### config.mk
export PLATFORM = sky130hd
export DESIGN_NAME = sha256_core
export DESIGN_NICKNAME = d
export VERILOG_FILES = /design/src/sv/sha256_pkg.sv /design/src/sv/sha256_core.sv
export SDC_FILE = /design/constraint.sdc
export NUM_CORES = 2
export LEC_CHECK = 0
export BUFFER_PORTS_ARGS = -buffer_cell sky130_fd_sc_hd__buf_2
export CORE_MARGIN = 2
export CORE_UTILIZATION = 61
export DETAILED_ROUTE_END_ITERATION = 10
export GPL_TIMING_DRIVEN = 0
export PLACE_DENSITY = 0.81
export SLEW_MARGIN = 20
export SYNTH_ARGS = -nofsm -noshare
export SYNTH_HDL_FRONTEND = slang
export SYNTH_SLANG_ARGS = --single-unit
export TNS_END_PERCENT = 20
### constraint.sdc
create_clock -name clk -period 57.5 [get_ports clk]
set_input_delay 11.5 -clock clk [delete_from_list [all_inputs] [get_ports clk]]
set_output_delay 11.5 -clock clk [all_outputs]
set_load 0.03 [all_outputs]
### src/sv/sha256_pkg.sv
// Package with SHA-256 constants, types and round functions.
`default_nettype none
package sha256_pkg;

  localparam int unsigned BlockBytes = 64;
  localparam int unsigned Rounds     = 64;

  typedef logic [31:0] word_t;
  typedef logic [511:0] block_t;

  // One queued compression job from the front to the back.
  typedef struct packed {
    block_t block;
    logic   final_blk;
  } job_t;

  localparam word_t InitWords [8] = '{
    32'h6a09e667, 32'hbb67ae85, 32'h3c6ef372, 32'ha54ff53a,
    32'h510e527f, 32'h9b05688c, 32'h1f83d9ab, 32'h5be0cd19};

  localparam word_t RoundConsts [64] = '{
    32'h428a2f98, 32'h71374491, 32'hb5c0fbcf, 32'he9b5dba5, 32'h3956c25b, 32'h59f111f1,
    32'h923f82a4, 32'hab1c5ed5, 32'hd807aa98, 32'h12835b01, 32'h243185be, 32'h550c7dc3,
    32'h72be5d74, 32'h80deb1fe, 32'h9bdc06a7, 32'hc19bf174, 32'he49b69c1, 32'hefbe4786,
    32'h0fc19dc6, 32'h240ca1cc, 32'h2de92c6f, 32'h4a7484aa, 32'h5cb0a9dc, 32'h76f988da,
    32'h983e5152, 32'ha831c66d, 32'hb00327c8, 32'hbf597fc7, 32'hc6e00bf3, 32'hd5a79147,
    32'h06ca6351, 32'h14292967, 32'h27b70a85, 32'h2e1b2138, 32'h4d2c6dfc, 32'h53380d13,
    32'h650a7354, 32'h766a0abb, 32'h81c2c92e, 32'h92722c85, 32'ha2bfe8a1, 32'ha81a664b,
    32'hc24b8b70, 32'hc76c51a3, 32'hd192e819, 32'hd6990624, 32'hf40e3585, 32'h106aa070,
    32'h19a4c116, 32'h1e376c08, 32'h2748774c, 32'h34b0bcb5, 32'h391c0cb3, 32'h4ed8aa4a,
    32'h5b9cca4f, 32'h682e6ff3, 32'h748f82ee, 32'h78a5636f, 32'h84c87814, 32'h8cc70208,
    32'h90befffa, 32'ha4506ceb, 32'hbef9a3f7, 32'hc67178f2};

  localparam logic [7:0] PadByte    = 8'h80;
  localparam int unsigned LenOffset = 56;

  function automatic word_t rotr(input word_t x, input int unsigned n);
    rotr = (x >> n) | (x << (32 - n));
  endfunction

  function automatic word_t sig0(input word_t x);
    sig0 = rotr(x, 7) ^ rotr(x, 18) ^ (x >> 3);
  endfunction

  function automatic word_t sig1(input word_t x);
    sig1 = rotr(x, 17) ^ rotr(x, 19) ^ (x >> 10);
  endfunction

  function automatic word_t bsig0(input word_t x);
    bsig0 = rotr(x, 2) ^ rotr(x, 13) ^ rotr(x, 22);
  endfunction

  function automatic word_t bsig1(input word_t x);
    bsig1 = rotr(x, 6) ^ rotr(x, 11) ^ rotr(x, 25);
  endfunction

endpackage
`default_nettype wire

### src/sv/sha256_core.sv
// Back part: 64-round compression, chaining update and digest output.
`default_nettype none
module sha256_core
  import sha256_pkg::*;
(
  input  wire logic        clk,
  input  wire logic        rst_n,
  input  wire logic        job_valid,
  output logic             job_ready,
  input  wire job_t        job,
  output logic             out_valid,
  input  wire logic        out_ready,
  output logic [63:0]      out_digest_part,
  output logic [1:0]       out_part_index,
  output logic             out_last_part
);

  typedef enum logic [3:0] {
    C_IDLE  = 4'b0001,
    C_ROUND = 4'b0010,
    C_ADD   = 4'b0100,
    C_EMIT  = 4'b1000
  } cstate_t;

  cstate_t    state_r;
  word_t      chain_r [8];
  word_t      v_r [8];
  word_t      w_r [16];
  logic [5:0] rnd_r;
  logic       final_r;
  logic [1:0] part_r;

  word_t w_cur, w_new, t1, t2, maj, chv;

  assign job_ready = (state_r == C_IDLE);
  assign out_valid = (state_r == C_EMIT);
  assign out_digest_part = {chain_r[{part_r, 1'b0}], chain_r[{part_r, 1'b1}]};
  assign out_part_index  = part_r;
  assign out_last_part   = (part_r == 2'd3);

  // One round: schedule word and working-variable update.
  always_comb begin
    w_new = w_r[0] + sig0(w_r[1]) + w_r[9] + sig1(w_r[14]);
    w_cur = w_r[0];
    chv   = (v_r[4] & v_r[5]) ^ (~v_r[4] & v_r[6]);
    maj   = (v_r[0] & v_r[1]) ^ (v_r[0] & v_r[2]) ^ (v_r[1] & v_r[2]);
    t1    = v_r[7] + bsig1(v_r[4]) + chv + RoundConsts[rnd_r] + w_cur;
    t2    = bsig0(v_r[0]) + maj;
  end

  always_ff @(posedge clk) begin
    if (!rst_n) begin
      state_r <= C_IDLE;
      rnd_r   <= '0;
      part_r  <= '0;
      final_r <= 1'b0;
      for (int i = 0; i < 8; i++) chain_r[i] <= InitWords[i];
    end else begin
      unique case (state_r)
        C_IDLE: begin
          if (job_valid) begin
            for (int i = 0; i < 16; i++) w_r[i] <= job.block[511 - 32*i -: 32];
            for (int i = 0; i < 8; i++) v_r[i] <= chain_r[i];
            final_r <= job.final_blk;
            rnd_r   <= '0;
            state_r <= C_ROUND;
          end
        end
        C_ROUND: begin
          // Window of 16 schedule words shifts down one each round.
          for (int i = 0; i < 15; i++) w_r[i] <= w_r[i+1];
          w_r[15] <= w_new;
          v_r[7] <= v_r[6];
          v_r[6] <= v_r[5];
          v_r[5] <= v_r[4];
          v_r[4] <= v_r[3] + t1;
          v_r[3] <= v_r[2];
          v_r[2] <= v_r[1];
          v_r[1] <= v_r[0];
          v_r[0] <= t1 + t2;
          rnd_r  <= rnd_r + 6'd1;
          if (rnd_r == 6'(Rounds - 1)) state_r <= C_ADD;
        end
        C_ADD: begin
          for (int i = 0; i < 8; i++) chain_r[i] <= chain_r[i] + v_r[i];
          part_r  <= '0;
          state_r <= final_r ? C_EMIT : C_IDLE;
        end
        C_EMIT: begin
          if (out_ready) begin
            part_r <= part_r + 2'd1;
            if (part_r == 2'd3) begin
              for (int i = 0; i < 8; i++) chain_r[i] <= InitWords[i];
              state_r <= C_IDLE;
            end
          end
        end
        default: state_r <= C_IDLE;
      endcase
    end
  end

endmodule
`default_nettype wire

==> key figures <==
Cells and area
  – Register area: 29800 µm²
  – Final Net Count: around 8500
  – Post-route design area: 80000 µm²
  – Share of cells above drive strength 1: 19.3%
  – Area Growth Syn to Fin: 13.7%
  – Multi-input gate area: 38200 µm²
  – # fillers: 8059

Setup path
  – Worst Setup Start Kind: register
  – Setup crit end kind: output pin
  – Arrival @ worst endpoint: 3.28 ns
  – Critical path class: reg2out
  – Worst R2R Path Depth: 38
  – CP Max Fanout: 10
  – Worst EP required: 46.00 ns

Logic synthesis
  – Xor/xnor share of the synthesized area: 6.99%
  – Multiplexer share of the synthesized area: 11.0%
  – Commonest cells post-synth: nand2_1 (964), edfxtp_1 (896), mux2_2 (533)
  – Syn Inst Count: 6636
  – Post-synth ARST share: 0%
  – Yosys reg bits: 1039
  – Top cell type's share of synthesized area: around two fifths
  – Largest family of logic cells by synthesized area: compound AO/OA/AOI/OAI gates
  – Register area share after synthesis: 42.3%
  – Most frequent cell after synthesis: nand2_1
  – Synth area leader: edfxtp_1
  – Most used DFF post-synth: edfxtp_1
  – Post-synthesis simple-gate area fraction: 10.6%
  – Post-Synth Adder-Cell Area: 12.6%
  – Syn Nets: 7742
  – Mapped Area: roughly 70000 µm²
  – Ranking of synthesized cells by area: edfxtp_1 (38%), mux2_2 (8.5%), ha_1 (7.0%), fa_1 (5.6%), nand2_1 (5.1%)
  – Synth Area in Compound Gates: 13.0%
  – Yosys warns: 0
  – Syn avg cell area: 10.6 µm²
  – Post-synth EDFFs: 896
  – Count of cell types in the netlist: between 80 and 90

Place
  – Dpl hpwl: about 230000 µm
  – # port buffers: 585
  – Place WS: approximately 43 ns
  – Gp weighted congestion: 1.08
  – Dpl cell area: 76100 µm²

Floorplanning
  – Die width: around 340 µm
  – Site Rows: 124
  – I/O pin total: 586
  – Starting Density: 61.5%
  – Total die area: between 100000 and 150000 µm²
  – Core area: roughly 110000 µm²
  – Die Y: 344 µm

Clock tree
  – # hold bufs at CTS: 0
  – Skew-Pair Late Insertion Delay: 0.80 ns
  – Root buf cell: clkbuf_16
  – Clock sink total: 1039
  – Max Root-Sink Buffers: 3
  – Inserted Clock Buffers: 113
  – Clock transition at the registers of the reported paths: 0.06 ns
  – H-tree depth: 3
  – Clock tree from TritonCTS: built
  – Post_cts resized: 0
  – Setup bufs post-CTS: 0

STA
  – Fin Hold WS: 0.457 ns
  – Final worst-path cycle share: 25.7%
  – Tmin final: about 15 ns
  – Final slew viol count: 0
  – # setup viols final: 0
  – Fin. Hold Viols: 0
  – Final Skew: 0.0626 ns
  – RSZ-0062 raised after global routing: no
  – Least-Margin Pin Slew: 1.29 ns
  – Setup ws final: between 40 and 50 ns
  – Relative slew slack: 13.7%
  – Fmax: 0.0677 GHz

Power
  – Overall Power: about 0.0031 W
  – Leakage: around 31 nW
  – Maximum VDD drop: 0.0337 mV
  – Power Dens Cells: 39.0 nW/µm²

Drt
  – Via count: 60622
  – Total Wirelength: 294000 µm
  – # DRC: 0
  – Vias per cell: 6.71
  – 1st-iter DRT viols: 7627
  – Routed length per instance: between 30 and 40 µm
  – First-pass detailed-route iteration total: 9
  – Post-route ant nets: 0

Global routing
  – GRT overflow: 0
  – All-Layer GR Usage: 48.8%
  – Initial antenna violation count: 54
  – First-pass GRT wire length: 409000 µm
  – Vias in the first global route: 59895
  – Maximum number of pins on one net before global-route repair: 50

Min path
  – Worst hold path class: reg2reg
  – Hold Crit Depth: 2

Job
  – Max Cap Viol: 0

Run status
  – Status: completed
## flip-flops by register name, indices dropped and copies added (netlist names), named ones only
register        cells
v_r               256
final_r             1
w_r               512
state_r             4
rnd_r               6
out_part_index      2
chain_r           256
## where the power goes
part / total [W] / internal, W / switching (W)
Combinational: 0.00146 / 0.000559 / 0.000901
Sequential: 0.000907 / 0.000875 / 0.0000321
Clock: 0.000755 / 0.000411 / 0.000343
Total: 0.00312 / 0.00185 / 0.00128
## placed cells by master, fill, tap and decap left out, types with 30 or more instances in the layout
master | Yosys | layout
nand2_1 | 964 | 964
edfxtp_1 | 896 | 896
buf_2 | 0 | 589
mux2_2 | 533 | 533
a21oi_1 | 446 | 446
ha_1 | 394 | 394
xnor2_1 | 367 | 366
inv_1 | 321 | 319
clkbuf_1 | 286 | 296
nor2_1 | 284 | 282
o21ai_0 | 282 | 281
a21o_1 | 204 | 204
fa_1 | 195 | 195
xor2_1 | 189 | 189
dfxtp_1 | 143 | 143
clkbuf_16 | 0 | 115
nand3_1 | 87 | 87
nor3_1 | 84 | 84
o21ai_1 | 76 | 77
mux4_2 | 69 | 69
o21a_1 | 67 | 67
o211ai_1 | 60 | 60
diode_2 | 0 | 57
nand2b_1 | 57 | 57
nor2b_1 | 57 | 57
a211oi_1 | 50 | 50
a31oi_1 | 47 | 46
and3_1 | 40 | 40
o21bai_1 | 39 | 39
buf_1 | 37 | 33
nand4_1 | 30 | 30
## final timing paths
check / from / end / slack [ns]
max reg2reg: rnd_r[1] / v_r[0][31] / 44.73
min: final_r / final_r / 0.46
max: register / out_digest_part[48] / 42.72
min reg2reg: final_r / final_r / 0.46
## logic make-up (layout without fill, tap and decap cells)
kind of cell / count (synthesis) / after routing
fa+ha+maj: 593 / 593
buf+inv: 646 / 1479
flops: 1039 / 1039
other cells: 0 / 57
xor+xnor: 558 / 558
mux: 623 / 623
simple gates: 1715 / 1715
compound gates: 1462 / 1462
## stage by stage
step / util, % / TNS [ns] / instances
floorplan: - / 0 / 6636
global placement: 65.7 / -1788.58 / 8733
detailed placement: 66.5 / 0 / 8773
CTS: 69.8 / 0 / 8981
global route: 69.9 / 0 / 9023
finish: 69.9 / 0 / 9038
## area by class of cell
cell class                 instances  share of cell area, %
tap                             1512                   2.37
clock inverter                    61                  0.784
timing repair buffer             625                   4.76
inverter                         323                   1.52
sequential                      1039                   37.2
antenna                           57                  0.178
clock buffer                     147                   3.85
buffer                           323                   1.54
multi-input combinational       4951                   47.8
## worst max-delay path, stage by stage (launching register included)
cell and delay [ns]:
dfxtp_1 0.30, clkbuf_2 0.49, buf_1 0.81, mux4_2 0.66, buf_2 0.21
## layer usage
metal	routed length, µm	global-route usage [%]
met5	141	0
met3	32800	12.6
met2	132000	76.8
met1	91600	52.5
met4	37500	49.4
No activity file was read; power rests on OpenSTA's default activity.
