==> src/sv/sha256_pkg.sv <==
// Package with SHA-256 constants, types and round functions.
`default_nettype none
package sha256_pkg;

  localparam int unsigned BlockBytes = 64;
  localparam int unsigned Rounds     = 64;

  typedef logic [31:0] word_t;
  typedef logic [511:0] block_t;

  // One queued compression job from the front to the back.
  typedef struct packed {
    block_t block;
    logic   final_blk;
  } job_t;

  localparam word_t InitWords [8] = '{
    32'h6a09e667, 32'hbb67ae85, 32'h3c6ef372, 32'ha54ff53a,
    32'h510e527f, 32'h9b05688c, 32'h1f83d9ab, 32'h5be0cd19};

  localparam word_t RoundConsts [64] = '{
    32'h428a2f98, 32'h71374491, 32'hb5c0fbcf, 32'he9b5dba5, 32'h3956c25b, 32'h59f111f1,
    32'h923f82a4, 32'hab1c5ed5, 32'hd807aa98, 32'h12835b01, 32'h243185be, 32'h550c7dc3,
    32'h72be5d74, 32'h80deb1fe, 32'h9bdc06a7, 32'hc19bf174, 32'he49b69c1, 32'hefbe4786,
    32'h0fc19dc6, 32'h240ca1cc, 32'h2de92c6f, 32'h4a7484aa, 32'h5cb0a9dc, 32'h76f988da,
    32'h983e5152, 32'ha831c66d, 32'hb00327c8, 32'hbf597fc7, 32'hc6e00bf3, 32'hd5a79147,
    32'h06ca6351, 32'h14292967, 32'h27b70a85, 32'h2e1b2138, 32'h4d2c6dfc, 32'h53380d13,
    32'h650a7354, 32'h766a0abb, 32'h81c2c92e, 32'h92722c85, 32'ha2bfe8a1, 32'ha81a664b,
    32'hc24b8b70, 32'hc76c51a3, 32'hd192e819, 32'hd6990624, 32'hf40e3585, 32'h106aa070,
    32'h19a4c116, 32'h1e376c08, 32'h2748774c, 32'h34b0bcb5, 32'h391c0cb3, 32'h4ed8aa4a,
    32'h5b9cca4f, 32'h682e6ff3, 32'h748f82ee, 32'h78a5636f, 32'h84c87814, 32'h8cc70208,
    32'h90befffa, 32'ha4506ceb, 32'hbef9a3f7, 32'hc67178f2};

  localparam logic [7:0] PadByte    = 8'h80;
  localparam int unsigned LenOffset = 56;

  function automatic word_t rotr(input word_t x, input int unsigned n);
    rotr = (x >> n) | (x << (32 - n));
  endfunction

  function automatic word_t sig0(input word_t x);
    sig0 = rotr(x, 7) ^ rotr(x, 18) ^ (x >> 3);
  endfunction

  function automatic word_t sig1(input word_t x);
    sig1 = rotr(x, 17) ^ rotr(x, 19) ^ (x >> 10);
  endfunction

  function automatic word_t bsig0(input word_t x);
    bsig0 = rotr(x, 2) ^ rotr(x, 13) ^ rotr(x, 22);
  endfunction

  function automatic word_t bsig1(input word_t x);
    bsig1 = rotr(x, 6) ^ rotr(x, 11) ^ rotr(x, 25);
  endfunction

endpackage
`default_nettype wire

==> src/sv/sha256_queue.sv <==
// Two-entry job queue between the front and the compression core.
`default_nettype none
module sha256_queue
  import sha256_pkg::*;
(
  input  wire logic clk,
  input  wire logic rst_n,
  input  wire logic wr_valid,
  output logic      wr_ready,
  input  wire job_t wr_job,
  output logic      rd_valid,
  input  wire logic rd_ready,
  output job_t      rd_job
);

  job_t       mem_r [2];
  logic       wptr_r, rptr_r;
  logic [1:0] cnt_r;
  logic       push, pop;

  assign wr_ready = (cnt_r != 2'd2);
  assign rd_valid = (cnt_r != 2'd0);
  assign rd_job   = mem_r[rptr_r];
  assign push     = wr_valid && wr_ready;
  assign pop      = rd_valid && rd_ready;

  // Pointer and count update.
  always_ff @(posedge clk) begin
    if (!rst_n) begin
      wptr_r <= 1'b0;
      rptr_r <= 1'b0;
      cnt_r  <= 2'd0;
    end else begin
      if (push) wptr_r <= ~wptr_r;
      if (pop)  rptr_r <= ~rptr_r;
      cnt_r <= cnt_r + {1'b0, push} - {1'b0, pop};
    end
  end

  // Entry storage.
  always_ff @(posedge clk) begin
    if (push) mem_r[wptr_r] <= wr_job;
  end

endmodule
`default_nettype wire

==> config.mk <==
export PLATFORM = sky130hd
export DESIGN_NAME = sha256_queue
export DESIGN_NICKNAME = d
export VERILOG_FILES = /design/src/sv/sha256_pkg.sv /design/src/sv/sha256_queue.sv
export SDC_FILE = /design/constraint.sdc
export NUM_CORES = 1
export LEC_CHECK = 0
export ABC_AREA = 1
export BUFFER_PORTS_ARGS = -buffer_cell sky130_fd_sc_hd__buf_4
export CELL_PAD_IN_SITES_DETAIL_PLACEMENT = 1
export CELL_PAD_IN_SITES_GLOBAL_PLACEMENT = 1
export CORE_MARGIN = 8
export CORE_UTILIZATION = 25
export DETAILED_ROUTE_END_ITERATION = 16
export PLACE_DENSITY = 0.53
export SYNTH_ARGS = -nofsm -noshare
export SYNTH_HDL_FRONTEND = slang
export SYNTH_SLANG_ARGS = --single-unit
==> constraint.sdc <==
create_clock -name clk -period 25 [get_ports clk]
set_input_delay 1.25 -clock clk [delete_from_list [all_inputs] [get_ports clk]]
set_output_delay 1.25 -clock clk [all_outputs]
set_load 0.05 [all_outputs]
==> run metrics, run 1 <==
status=finished clean; CP Max Fanout=80; WL/cell=25.3 microns; combinational share of power=0.345; DRT Pass-1 Iters=4; # IOs=1032; syn avg cell area=22.9 sq um; setup TNS=0 ns; prevailing post-synth register cell=edfxtp_1; Synth top cells by count=edfxtp_1 (1026), mux2_2 (513), buf_6 (53); Startpoint Class=register; count of cell types in the netlist=11; Yosys top cell by area=edfxtp_1; Crit path top cell by count=buf_4; first-pass GRT wire length=166000 microns; WS Path Type=reg2out; CP cell instances=buf_4 -> buf_4 -> buf_4 -> mux2_2 -> buf_4; Synth warnings=0; Max transition margin=0.280; M1 GR Usage=0.156; Worst Hold Class=reg2reg; Die W=403 microns; row count=142; H-tree levels=3; total number of vias=20000; Post-CTS Resized=0; Final Wtd Congestion=0.797; GR peak layer=met2; final hold vios=0; layout cell share with drive strength beyond 1=0.609; vias in the first global route=21900; Port Buffer Count=1031; worst-margin pin slew=1.08 ns; Arrival @ worst endpoint=4.93 ns; initial antenna violation count=37; Antenna Nets Post-Route=0; crit path capture type=output port; Sw Pwr=2.18 mW; Util after Layout=0.341; CTS buffer count=113; slowest CP cell=dfxtp_4; post-route minimum period=6.18 ns; Syn-to-layout area delta=36.0%; max cap viols=0; Final Setup Violations=0; pwr/cell area=117 mW/mm^2; wirelength, routed=122000 microns; core area=0.149 sq mm; synthesized cell area=0.0374 sq mm; postcts setup bufs=0; top cells by area, synth=edfxtp_1 (82%), mux2_2 (15%), buf_6 (1.6%); final net count=3260; async set-reset flop share out of synthesis=0; Post-synth EDFFs=1026; f_max=162 MHz; Die Ht=403 microns; First DRT Iteration DRCs=1044; clock tree buffer depth=3; Root Driver=clkbuf_16; post-synthesis register bit count=1031; RSZ-0062 raised after global routing=false; switch share=0.367; vias per inst=4.16; syn nets=2151; met2 Use GR=0.247; Yosys top cell area share=0.823; Sequential Power Share=0.380; cell-internal power=3.76 mW; Final Skew=0.0361 ns; hold-fix buffers at CTS=0; Lkg Pwr=18.4 nW; die area=0.162 sq mm; fin crit share=0.247; Detailed Place HPWL=91400 microns; Clk pwr share=0.275; Clock transition at path regs=0.06 ns; Peak VDD IR=0.0754 mV; global route overflow=0; max incr delay on CP=0.90 ns; initial core utilization=0.251; CTS tree=built; Slew Limit Fails=0; top-count cell post-synth=edfxtp_1; GRT Util Overall=0.142; sequential fraction of the synthesis area=0.826; critical path data required time=23.75 ns; clock tree sinks=1031; Clock Latency Late Sink=0.71 ns; Cells after Synth=1632; largest net degree at the start of global routing=138; DRC Markers=0; grt met3 use=0.0562
[flip-flops by register name, summed over array words and instances (netlist names), named ones only]
signal,cells
rptr_r,1
mem_r,1026
cnt_r,2
wptr_r,1
[area by class of cell]
type / instances / area, sq um
multi-input combinational: 537 / 5900
sequential: 1031 / 30900
clock buffer: 140 / 2990
tap: 1944 / 2430
inverter: 7 / 33.8
clock inverter: 68 / 679
fill: 15100 / 98300
antenna: 24 / 60.1
timing repair buffer: 1051 / 7900
[cells in the final DEF (no fill, tap or decap)]
| cell type | instances |
|---|---|
| buf_4 | 1050 |
| nand3_1 | 3 |
| diode_2 | 24 |
| clkinv_2 | 25 |
| a21oi_1 | 2 |
| ha_1 | 2 |
| buf_12 | 1 |
| nor2_1 | 7 |
| dfxtp_4 | 1 |
| clkinvlp_4 | 2 |
| clkbuf_1 | 24 |
| inv_6 | 1 |
| inv_8 | 2 |
| mux2_2 | 513 |
| clkinv_1 | 24 |
| dfxtp_1 | 4 |
| clkinv_16 | 4 |
| nand2_1 | 9 |
| clkinv_4 | 1 |
| inv_1 | 6 |
| edfxtp_1 | 1026 |
| clkbuf_16 | 116 |
| bufinv_16 | 10 |
| nor2_4 | 1 |
[stage by stage]
| step | std cells | cell area [sq um] | hold slack (ns) | power [mW] | setup slack (ns) |
|---|---|---|---|---|---|
| floorplan | 1632 | 37400 | 0.467 | 3.88 | 1.04 |
| global placement | 4570 | 47200 | 0.491 | 4.35 | 19.22 |
| detailed placement | 4570 | 47200 | 0.503 | 4.38 | 19.02 |
| CTS | 4778 | 50900 | 0.524 | 6.04 | 18.60 |
| global route | 4794 | 50900 | 0.551 | 6.16 | 18.40 |
| finish | 4802 | 50900 | 0.520 | 5.94 | 18.82 |
[per-layer routing]
layer / vias to the layer above / share of wire
met4: 20 / 0.029
li1: 8787 / -
met1: 10200 / 0.37
met5: - / 0.0010
met2: 777 / 0.51
met3: 192 / 0.087
[worst max-delay path: cells and delay by family (launching register included)]
| kind | cells | cell delay [ns] |
|---|---|---|
| buffers and inverters | 4 | 2.67 |
| DFF | 1 | 0.90 |
| muxes | 1 | 0.44 |
[logic make-up (layout without fill, tap and decap cells)]
kind of cell               Yosys count  after routing  synth area share
buffers and inverters               64           1266            0.0172
and+or+nand+nor                     20             20           0.00211
AOI/OAI and AO/OA                    2              2          0.000267
adders and majority gates            2              2          0.000668
DFF                               1031           1031             0.826
other                                0             24                 0
muxes                              513            513             0.154
[power groups by stage]
stage	clock (mW)	sequential, mW	combinational (mW)
after CTS	1.69	2.26	2.09
after floorplan	0	2.45	1.43
after detailed placement	0	2.30	2.08
after global placement	0	2.29	2.07
final	1.63	2.26	2.05
after global routing	1.74	2.28	2.13
[worst paths after layout]
kind,start,to,slack (ns),cells past startpoint
worst min register to register,rptr_r,register,0.52,2
worst max-delay path,register,rd_job[382],18.82,5
worst max register to register,cnt_r[0],mem_r[0][428],19.95,8
worst min-delay path,rptr_r,register,0.52,2
(Power assumes the default switching activity.)
==> run 2: changes to the inputs <==
--- a/config.mk
+++ b/config.mk
@@ -5,7 +5,7 @@
 export SDC_FILE = /design/constraint.sdc
 export NUM_CORES = 1
 export LEC_CHECK = 0
-export ABC_AREA = 1
+export ABC_AREA = 0
 export BUFFER_PORTS_ARGS = -buffer_cell sky130_fd_sc_hd__buf_4
 export CELL_PAD_IN_SITES_DETAIL_PLACEMENT = 1
 export CELL_PAD_IN_SITES_GLOBAL_PLACEMENT = 1
==> constraint.sdc (replaced) <==
create_clock -name clk -period 5.12 [get_ports clk]
set_input_delay 0.256 -clock clk [delete_from_list [all_inputs] [get_ports clk]]
set_output_delay 0.256 -clock clk [all_outputs]
set_load 0.05 [all_outputs]
==> run 2 against run 1 <==
Area after synthesis about the same; largest power group unchanged; sequential power increased to 4.8 times the previous value; non-clock buffer count increased by 527; largest cell class unchanged; first-iteration DRC count increased by 0.48%; flip-flop and latch count unchanged; final cell count increased by 11%; critical path type unchanged; clock skew decreased by 0.0057 ns; count of clock-buffer cells in the layout unchanged; utilization increased by 3.5 points.
==> run metrics, run 2 <==
status=finished clean (unchanged); Clock transition at path regs=0.06 ns (about the same); DRC Markers=0 (unchanged); Post-synth EDFFs=1026 (unchanged); max cap viols=0 (unchanged); Syn-to-layout area delta=49.9% (was 36.0%); Adder-Cell Fraction of Synth Area=0.000668 (about the same); Final Skew=0.0304 ns (was 0.0361 ns); met1 wire length=48100 microns (was 44900 microns); core area=0.149 sq mm (unchanged); initial core utilization=0.251 (about the same); crit path capture type=output port (unchanged); Worst Hold Class=in2reg (was reg2reg); Final Setup Violations=0 (unchanged); initial antenna violation count=47 (was 37); # IOs=1032 (unchanged); Peak VDD IR=0.291 mV (was 0.0754 mV); Antenna Nets Post-Route=0 (unchanged); post-route minimum period=3.12 ns; clock tree buffer depth=3 (unchanged); wirelength, routed=128000 microns (was 122000 microns); CP Max Fanout=49 (was 80); CP cell instances=buf_4 -> mux2_2 -> buf_4 (was buf_4 -> buf_4 -> buf_4 -> mux2_2 -> buf_4); Cells after Synth=1620 (was 1632); Sequential Power Share=0.373 (was 0.380); CTS buffer count=112 (was 113); CTS tree=built (unchanged); layout cell share with drive strength beyond 1=0.515 (was 0.609); pwr/cell area=521 mW/mm^2 (was 117 mW/mm^2); Post-CTS Resized=0 (unchanged); first-pass GRT wire length=179000 microns (was 166000 microns); Root Driver=clkbuf_16 (unchanged); Largest regs=mem_r x1026, cnt_r x2 (unchanged); RSZ-0062 raised after global routing=false (unchanged); Final Wtd Congestion=0.789 (was 0.797); die area=0.162 sq mm (about the same); sequential fraction of the synthesis area=0.826 (about the same); global route overflow=0 (unchanged); count of cell types in the netlist=17 (was 11); WL met3=9800 microns (was 10600 microns); uppermost layer routed=met5 (unchanged); metal2 WL=66200 microns (was 62400 microns); postcts setup bufs=0 (unchanged); Slew Limit Fails=0 (unchanged); largest family of logic cells by synthesized area=multiplexers (unchanged); Max transition margin=0.415 (was 0.280); vias per inst=4.15 (was 4.16); Yosys top cell area share=0.823 (about the same); Synth Area in XOR/XNOR=0.000702 (was 0); combinational share of power=0.367 (was 0.345); Arrival @ worst endpoint=2.87 ns (was 4.93 ns); async set-reset flop share out of synthesis=0 (unchanged); Clk pwr share=0.261 (was 0.275); total number of vias=22100 (was 20000); WS Path Type=reg2out (unchanged); WL/cell=24.0 microns (was 25.3 microns); max incr delay on CP=0.89 ns (was 0.90 ns); H-tree levels=3 (unchanged); critical path data required time=4.86 ns (was 23.75 ns); Crit path top cell by count=buf_4 (unchanged); cell-internal power=18.4 mW (was 3.76 mW); syn nets=2139 (was 2151); Die Ht=403 microns (about the same); fin crit share=0.610; prevailing post-synth register cell=edfxtp_1 (unchanged); clock tree sinks=1031 (unchanged); slowest CP cell=dfxtp_4 (unchanged); row count=142 (unchanged); Lkg Pwr=20.6 nW (was 18.4 nW); Synth warnings=0 (unchanged); syn avg cell area=23.1 sq um (was 22.9 sq um); area post-placement=0.0474 sq mm (was 0.0472 sq mm); Startpoint Class=register (unchanged); Sw Pwr=10.9 mW (was 2.18 mW); top-count cell post-synth=edfxtp_1 (unchanged); worst-margin pin slew=0.876 ns (was 1.08 ns); Die W=403 microns (about the same); Clock Latency Late Sink=0.70 ns (was 0.71 ns); final hold vios=0 (unchanged); fillers=15100 (about the same); hold-fix buffers at CTS=516 (was 0); Detailed Place HPWL=92800 microns (was 91400 microns); top cells by area, synth=edfxtp_1 (82%), mux2_2 (15%), buf_6 (1.6%) (unchanged); worst hold slack=0.286 ns (was 0.520 ns); switch share=0.372 (was 0.367); Final Cell Area=0.0561 sq mm (was 0.0509 sq mm); multiplexer share of the synthesized area=0.155 (was 0.154); Synth top cells by count=edfxtp_1 (1026), mux2_2 (513), buf_6 (53) (unchanged); First DRT Iteration DRCs=1049 (was 1044); largest net degree at the start of global routing=117 (was 138); vias in the first global route=25000 (was 21900); commonest non-fill, non-tap cell in the layout=buf_4 (unchanged); max FFs per register=1026 (unchanged); Port Buffer Count=1031 (unchanged); final net count=3774 (was 3260); commonest cells after routing, fill and taps aside=buf_4 (1049), edfxtp_1 (1026), dlygate4sd3_1 (516) (was buf_4 (1050), edfxtp_1 (1026), mux2_2 (513)); f_max=320 MHz; post-synthesis register bit count=1031 (unchanged); GRT Util Overall=0.150 (was 0.142); post-synthesis simple-gate area fraction=0.00164 (was 0.00211); Yosys top cell by area=edfxtp_1 (unchanged); synthesized cell area=0.0374 sq mm (about the same); Biggest register=mem_r (unchanged); post-synthesis compound-gate area fraction=0.000201 (was 0.000267); DRT Pass-1 Iters=5 (was 4)
==> run 2: changes by cell type in the layout (fill, tap and decap cells not counted), moves of 7 or more <==
cell and change:
clkinv_1 +14, nand2_1 -8, diode_2 +10, clkinv_2 -9
buf_12 +12, nor2_1 -7, dlygate4sd3_1 +516
==> run 2: layer usage <==
layer / global-route usage / vias up
met4: 0.0443 / 10
met1: 0.167 / 11300
met3: 0.0544 / 197
li1: - / 9802
met5: 0 / -
met2: 0.269 / 799
==> run 2: worst max-delay path, delay by kind of cell (launching register included) <==
family | cells | cell delay [ns]
flip-flops | 1 | 0.89
buffers and inverters | 2 | 0.84
multiplexers | 1 | 0.42
==> run 2: through the flow <==
stage	power, mW	setup WS (ns)	setup TNS [ns]	utilization	cells
3_5_place_dp	21.6	2.53	0	0.318	4569
4_1_cts	29.7	1.82	0	0.376	5291
5_1_grt	30.3	1.73	0	0.376	5314
3_3_place_gp	21.4	2.59	0	0.318	4569
2_1_floorplan	18.4	-3.54	-2904.87	-	1620
6_report	29.3	2.00	0	0.376	5325
==> run 2: cell type report <==
type / count / area [sq um] / area share
antenna: 34 / 85.1 / 0.00152
clock buffer: 140 / 2950 / 0.0526
clock inverter: 66 / 509 / 0.00907
tap: 1944 / 2430 / 0.0433
multi-input combinational: 531 / 5930 / 0.106
sequential: 1031 / 30900 / 0.551
inverter: 1 / 3.75 / 0.0000669
timing repair buffer: 1578 / 13300 / 0.237
==> run 2: path summary, 6_finish.rpt <==
path | from | endpoint | slack [ns] | cells after the start
worst max-delay path | register | rd_job[78] | 2.00 | 3
worst min-delay path | wr_job[234] | mem_r[1][234] | 0.29 | 2
worst max register to register | cnt_r[0] | mem_r[1][464] | 2.60 | 4
worst min register to register | rptr_r | register | 0.55 | 2
==> run 2: logic make-up (layout without fill, tap and decap cells) <==
logic type      count (synthesis)  after routing
flops                        1031           1031
xor+xnor                        3              3
compound gates                  1              1
other cells                     0             34
mux                           514            514
simple gates                   11             11
fa+ha+maj                       2              2
buf+inv                        58           1785
==> run 2: power by group through the flow <==
stage                     combinational (mW)  clock, mW  sequential, mW
after floorplan                         7.16          0            11.3
after global placement                  10.4          0            11.0
after detailed placement                10.5          0            11.1
after CTS                               10.9       7.89            10.9
after global routing                    11.2       8.17            11.0
final                                   10.7       7.63            10.9
==> run 3: changes to the inputs <==
--- a/config.mk
+++ b/config.mk
@@ -12,7 +12,7 @@
 export CORE_MARGIN = 8
 export CORE_UTILIZATION = 25
 export DETAILED_ROUTE_END_ITERATION = 16
-export PLACE_DENSITY = 0.53
+export PLACE_DENSITY = 0.51
 export SYNTH_ARGS = -nofsm -noshare
 export SYNTH_HDL_FRONTEND = slang
 export SYNTH_SLANG_ARGS = --single-unit
==> constraint.sdc (replaced) <==
create_clock -name clk -period 3 [get_ports clk]
set_input_delay 0.15 -clock clk [delete_from_list [all_inputs] [get_ports clk]]
set_output_delay 0.15 -clock clk [all_outputs]
set_load 0.05 [all_outputs]
==> run 3 against run 2 <==
Register-to-register slack worse by 1.6 ns; non-clock buffer count grew 12; critical path type unchanged; critical path depth up 1; die area did not move; clock power grew 77%; worst hold slack got worse by 0.12 ns; flip-flop and latch count unchanged; power grew 73%; routed wire length rose by 0.77%; utilization increased by 0.21 points; highest routed layer unchanged.
==> run metrics, run 3 (synthesis gave the netlist of run 2 again) <==
Biggest register=mem_r (unchanged); Final Setup Violations=0 (unchanged); Startpoint Class=register (unchanged); cell-internal power=31.9 mW (was 18.4 mW); WS Path Type=reg2out (unchanged); worst r2r dst=mem_r[1][486] (was mem_r[1][464]); wirelength, routed=129000 microns (was 128000 microns); Detailed Place HPWL=94900 microns (was 92800 microns); Slew Limit Fails=0 (unchanged); reg2reg setup slack=1.01 ns (was 2.60 ns); commonest non-fill, non-tap cell in the layout=buf_4 (unchanged); row count=142 (unchanged); CP Max Fanout=69 (was 49); Worst Hold End=mem_r[0][235] (was mem_r[1][234]); DRC Markers=0 (unchanged); clock tree sinks=1031 (unchanged); initial antenna violation count=30 (was 47); initial core utilization=0.251 (unchanged); Clk pwr share=0.267 (was 0.261); global route overflow=0 (unchanged); crit path capture type=output port (unchanged); Syn-to-layout area delta=50.8% (was 49.9%); CP cell instances=buf_12 -> buf_12 -> mux2_2 -> buf_4 (was buf_4 -> mux2_2 -> buf_4); critical path data required time=2.85 ns (was 4.86 ns); Port Buffer Count=1031 (unchanged); clock tree buffer depth=3 (unchanged); CTS tree=built (unchanged); Crit path top cell by count=buf_12 (was buf_4); die area=0.162 sq mm (unchanged); total number of vias=22100 (about the same); First DRT Iteration DRCs=1017 (was 1049); vias in the first global route=25000 (about the same); combinational share of power=0.367 (about the same); Sw Pwr=18.7 mW (was 10.9 mW); vias per inst=4.14 (was 4.15); max FFs per register=1026 (unchanged); # IOs=1032 (unchanged); area post-placement=0.0476 sq mm (was 0.0474 sq mm); fin crit share=0.898; first-pass GRT wire length=180000 microns (was 179000 microns); worst r2r src=cnt_r[0] (unchanged); family with the most delay on the worst path=buffers and inverters (was flip-flops); Final Wtd Congestion=0.859 (was 0.789); Clock Latency Late Sink=0.69 ns (was 0.70 ns); post-route minimum period=2.70 ns; postcts setup bufs=0 (unchanged); Max transition margin=0.547 (was 0.415); commonest cells after routing, fill and taps aside=buf_4 (1054), edfxtp_1 (1026), dlygate4sd3_1 (516) (was buf_4 (1049), edfxtp_1 (1026), dlygate4sd3_1 (516)); switch share=0.370 (was 0.372); layout cell share with drive strength beyond 1=0.521 (was 0.515); Peak VDD IR=0.488 mV (was 0.291 mV); Sequential Power Share=0.366 (was 0.373); Antenna Nets Post-Route=0 (unchanged); worst hold stages=2 (unchanged); worst-margin pin slew=0.679 ns (was 0.876 ns); final net count=3787 (was 3774); Clock transition at path regs=0.06 ns (about the same); Die Ht=403 microns (unchanged); max cap viols=0 (unchanged); RSZ-0062 raised after global routing=false (unchanged); WL/cell=24.1 microns (was 24.0 microns); core area=0.149 sq mm (unchanged); Arrival @ worst endpoint=2.55 ns (was 2.87 ns); worst hold slack=0.163 ns (was 0.286 ns); final hold vios=0 (unchanged); DRT Pass-1 Iters=4 (was 5); largest net degree at the start of global routing=94 (was 117); pwr/cell area=897 mW/mm^2 (was 521 mW/mm^2); CTS buffer count=113 (was 112); status=finished clean (unchanged); Largest regs=mem_r x1026, cnt_r x2 (unchanged); R2R depth=4 (unchanged); CP bufs+invs=3 (was 2); GRT Util Overall=0.151 (was 0.150); Worst Min Path Start=wr_job[235] (was wr_job[234]); Final Cell Area=0.0564 sq mm (was 0.0561 sq mm); setup TNS=0 ns (unchanged); slowest CP cell=mux2_2 (was dfxtp_4); f_max=371 MHz; H-tree levels=3 (unchanged); Root Driver=clkbuf_16 (unchanged); max incr delay on CP=0.47 ns (was 0.89 ns); Lkg Pwr=20.7 nW (was 20.6 nW); Final Skew=0.0349 ns (was 0.0304 ns); Worst Hold Class=in2reg (unchanged); Die W=403 microns (unchanged)
[run 3: cell types whose count changed in the layout (fill, tap and decap cells not counted), sizes merged]
cell,previous run,this run
inv,4,6
clkinv,58,57
diode,34,22
clkinvlp,0,3
buf,1062,1074
clkbuf,140,137
bufinv,5,10
[run 3: layout make-up]
| type | count | area [sq um] |
|---|---|---|
| fillers | 15000 | 92800 |
| flip-flops and latches | 1031 | 30900 |
| repair buffers | 1590 | 13500 |
| multi-input cells | 531 | 5930 |
| clock buffers | 137 | 2940 |
| well taps | 1944 | 2430 |
| clock inverters | 75 | 692 |
| diodes | 22 | 55.1 |
| inverters | 1 | 3.75 |
[run 3: timing repair]
item                                    in CTS  in global routing
resized for setup                            0                  0
hold buffers                               516                  0
endpoints found under the setup margin       0                  0
endpoints found under the hold margin     1031                  0
[run 3: worst max path at each step]
stage              from     endpoint  depth (start not counted)
4_1_cts        register   rd_job[62]                          4
3_3_place_gp   register   rd_job[62]                          4
5_1_grt        register   rd_job[62]                          4
6_report       register   rd_job[62]                          4
2_1_floorplan  cnt_r[0]  mem_r[0][0]                          3
3_5_place_dp   register   rd_job[62]                          4
[run 3: power by group through the flow]
stage	clock, mW	combinational [mW]	sequential, mW
floorplan	0	12.2	19.2
global route	14.5	19.4	18.7
CTS	14.0	18.9	18.6
global placement	0	18.1	18.8
finish	13.5	18.6	18.5
detailed placement	0	18.2	18.9
[run 3: worst register-to-register path, cell delays in order, from the launching register on]
cell and delay, ns:
dfxtp_2 0.35, nand2b_4 0.15, and3_4 0.26, buf_12 0.27
buf_12 0.42
[run 3: through the flow]
stage,utilization,std cells,total power [mW],worst slack [ns]
final,0.378,5331,50.7,0.305
after global routing,0.378,5323,52.5,0.169
after CTS,0.378,5309,51.5,0.178
after detailed placement,0.319,4581,37.0,1.01
after global placement,0.319,4581,36.9,1.02
after floorplan,-,1620,31.4,-5.66
[run 3: routing by layer]
metal  vias up  share of wire  global-route usage
met5         -        0.00056                   0
met4        10          0.034              0.0572
met3       201          0.083              0.0555
met2       845           0.50               0.263
met1     11200           0.38               0.169
li1       9837              -                   -
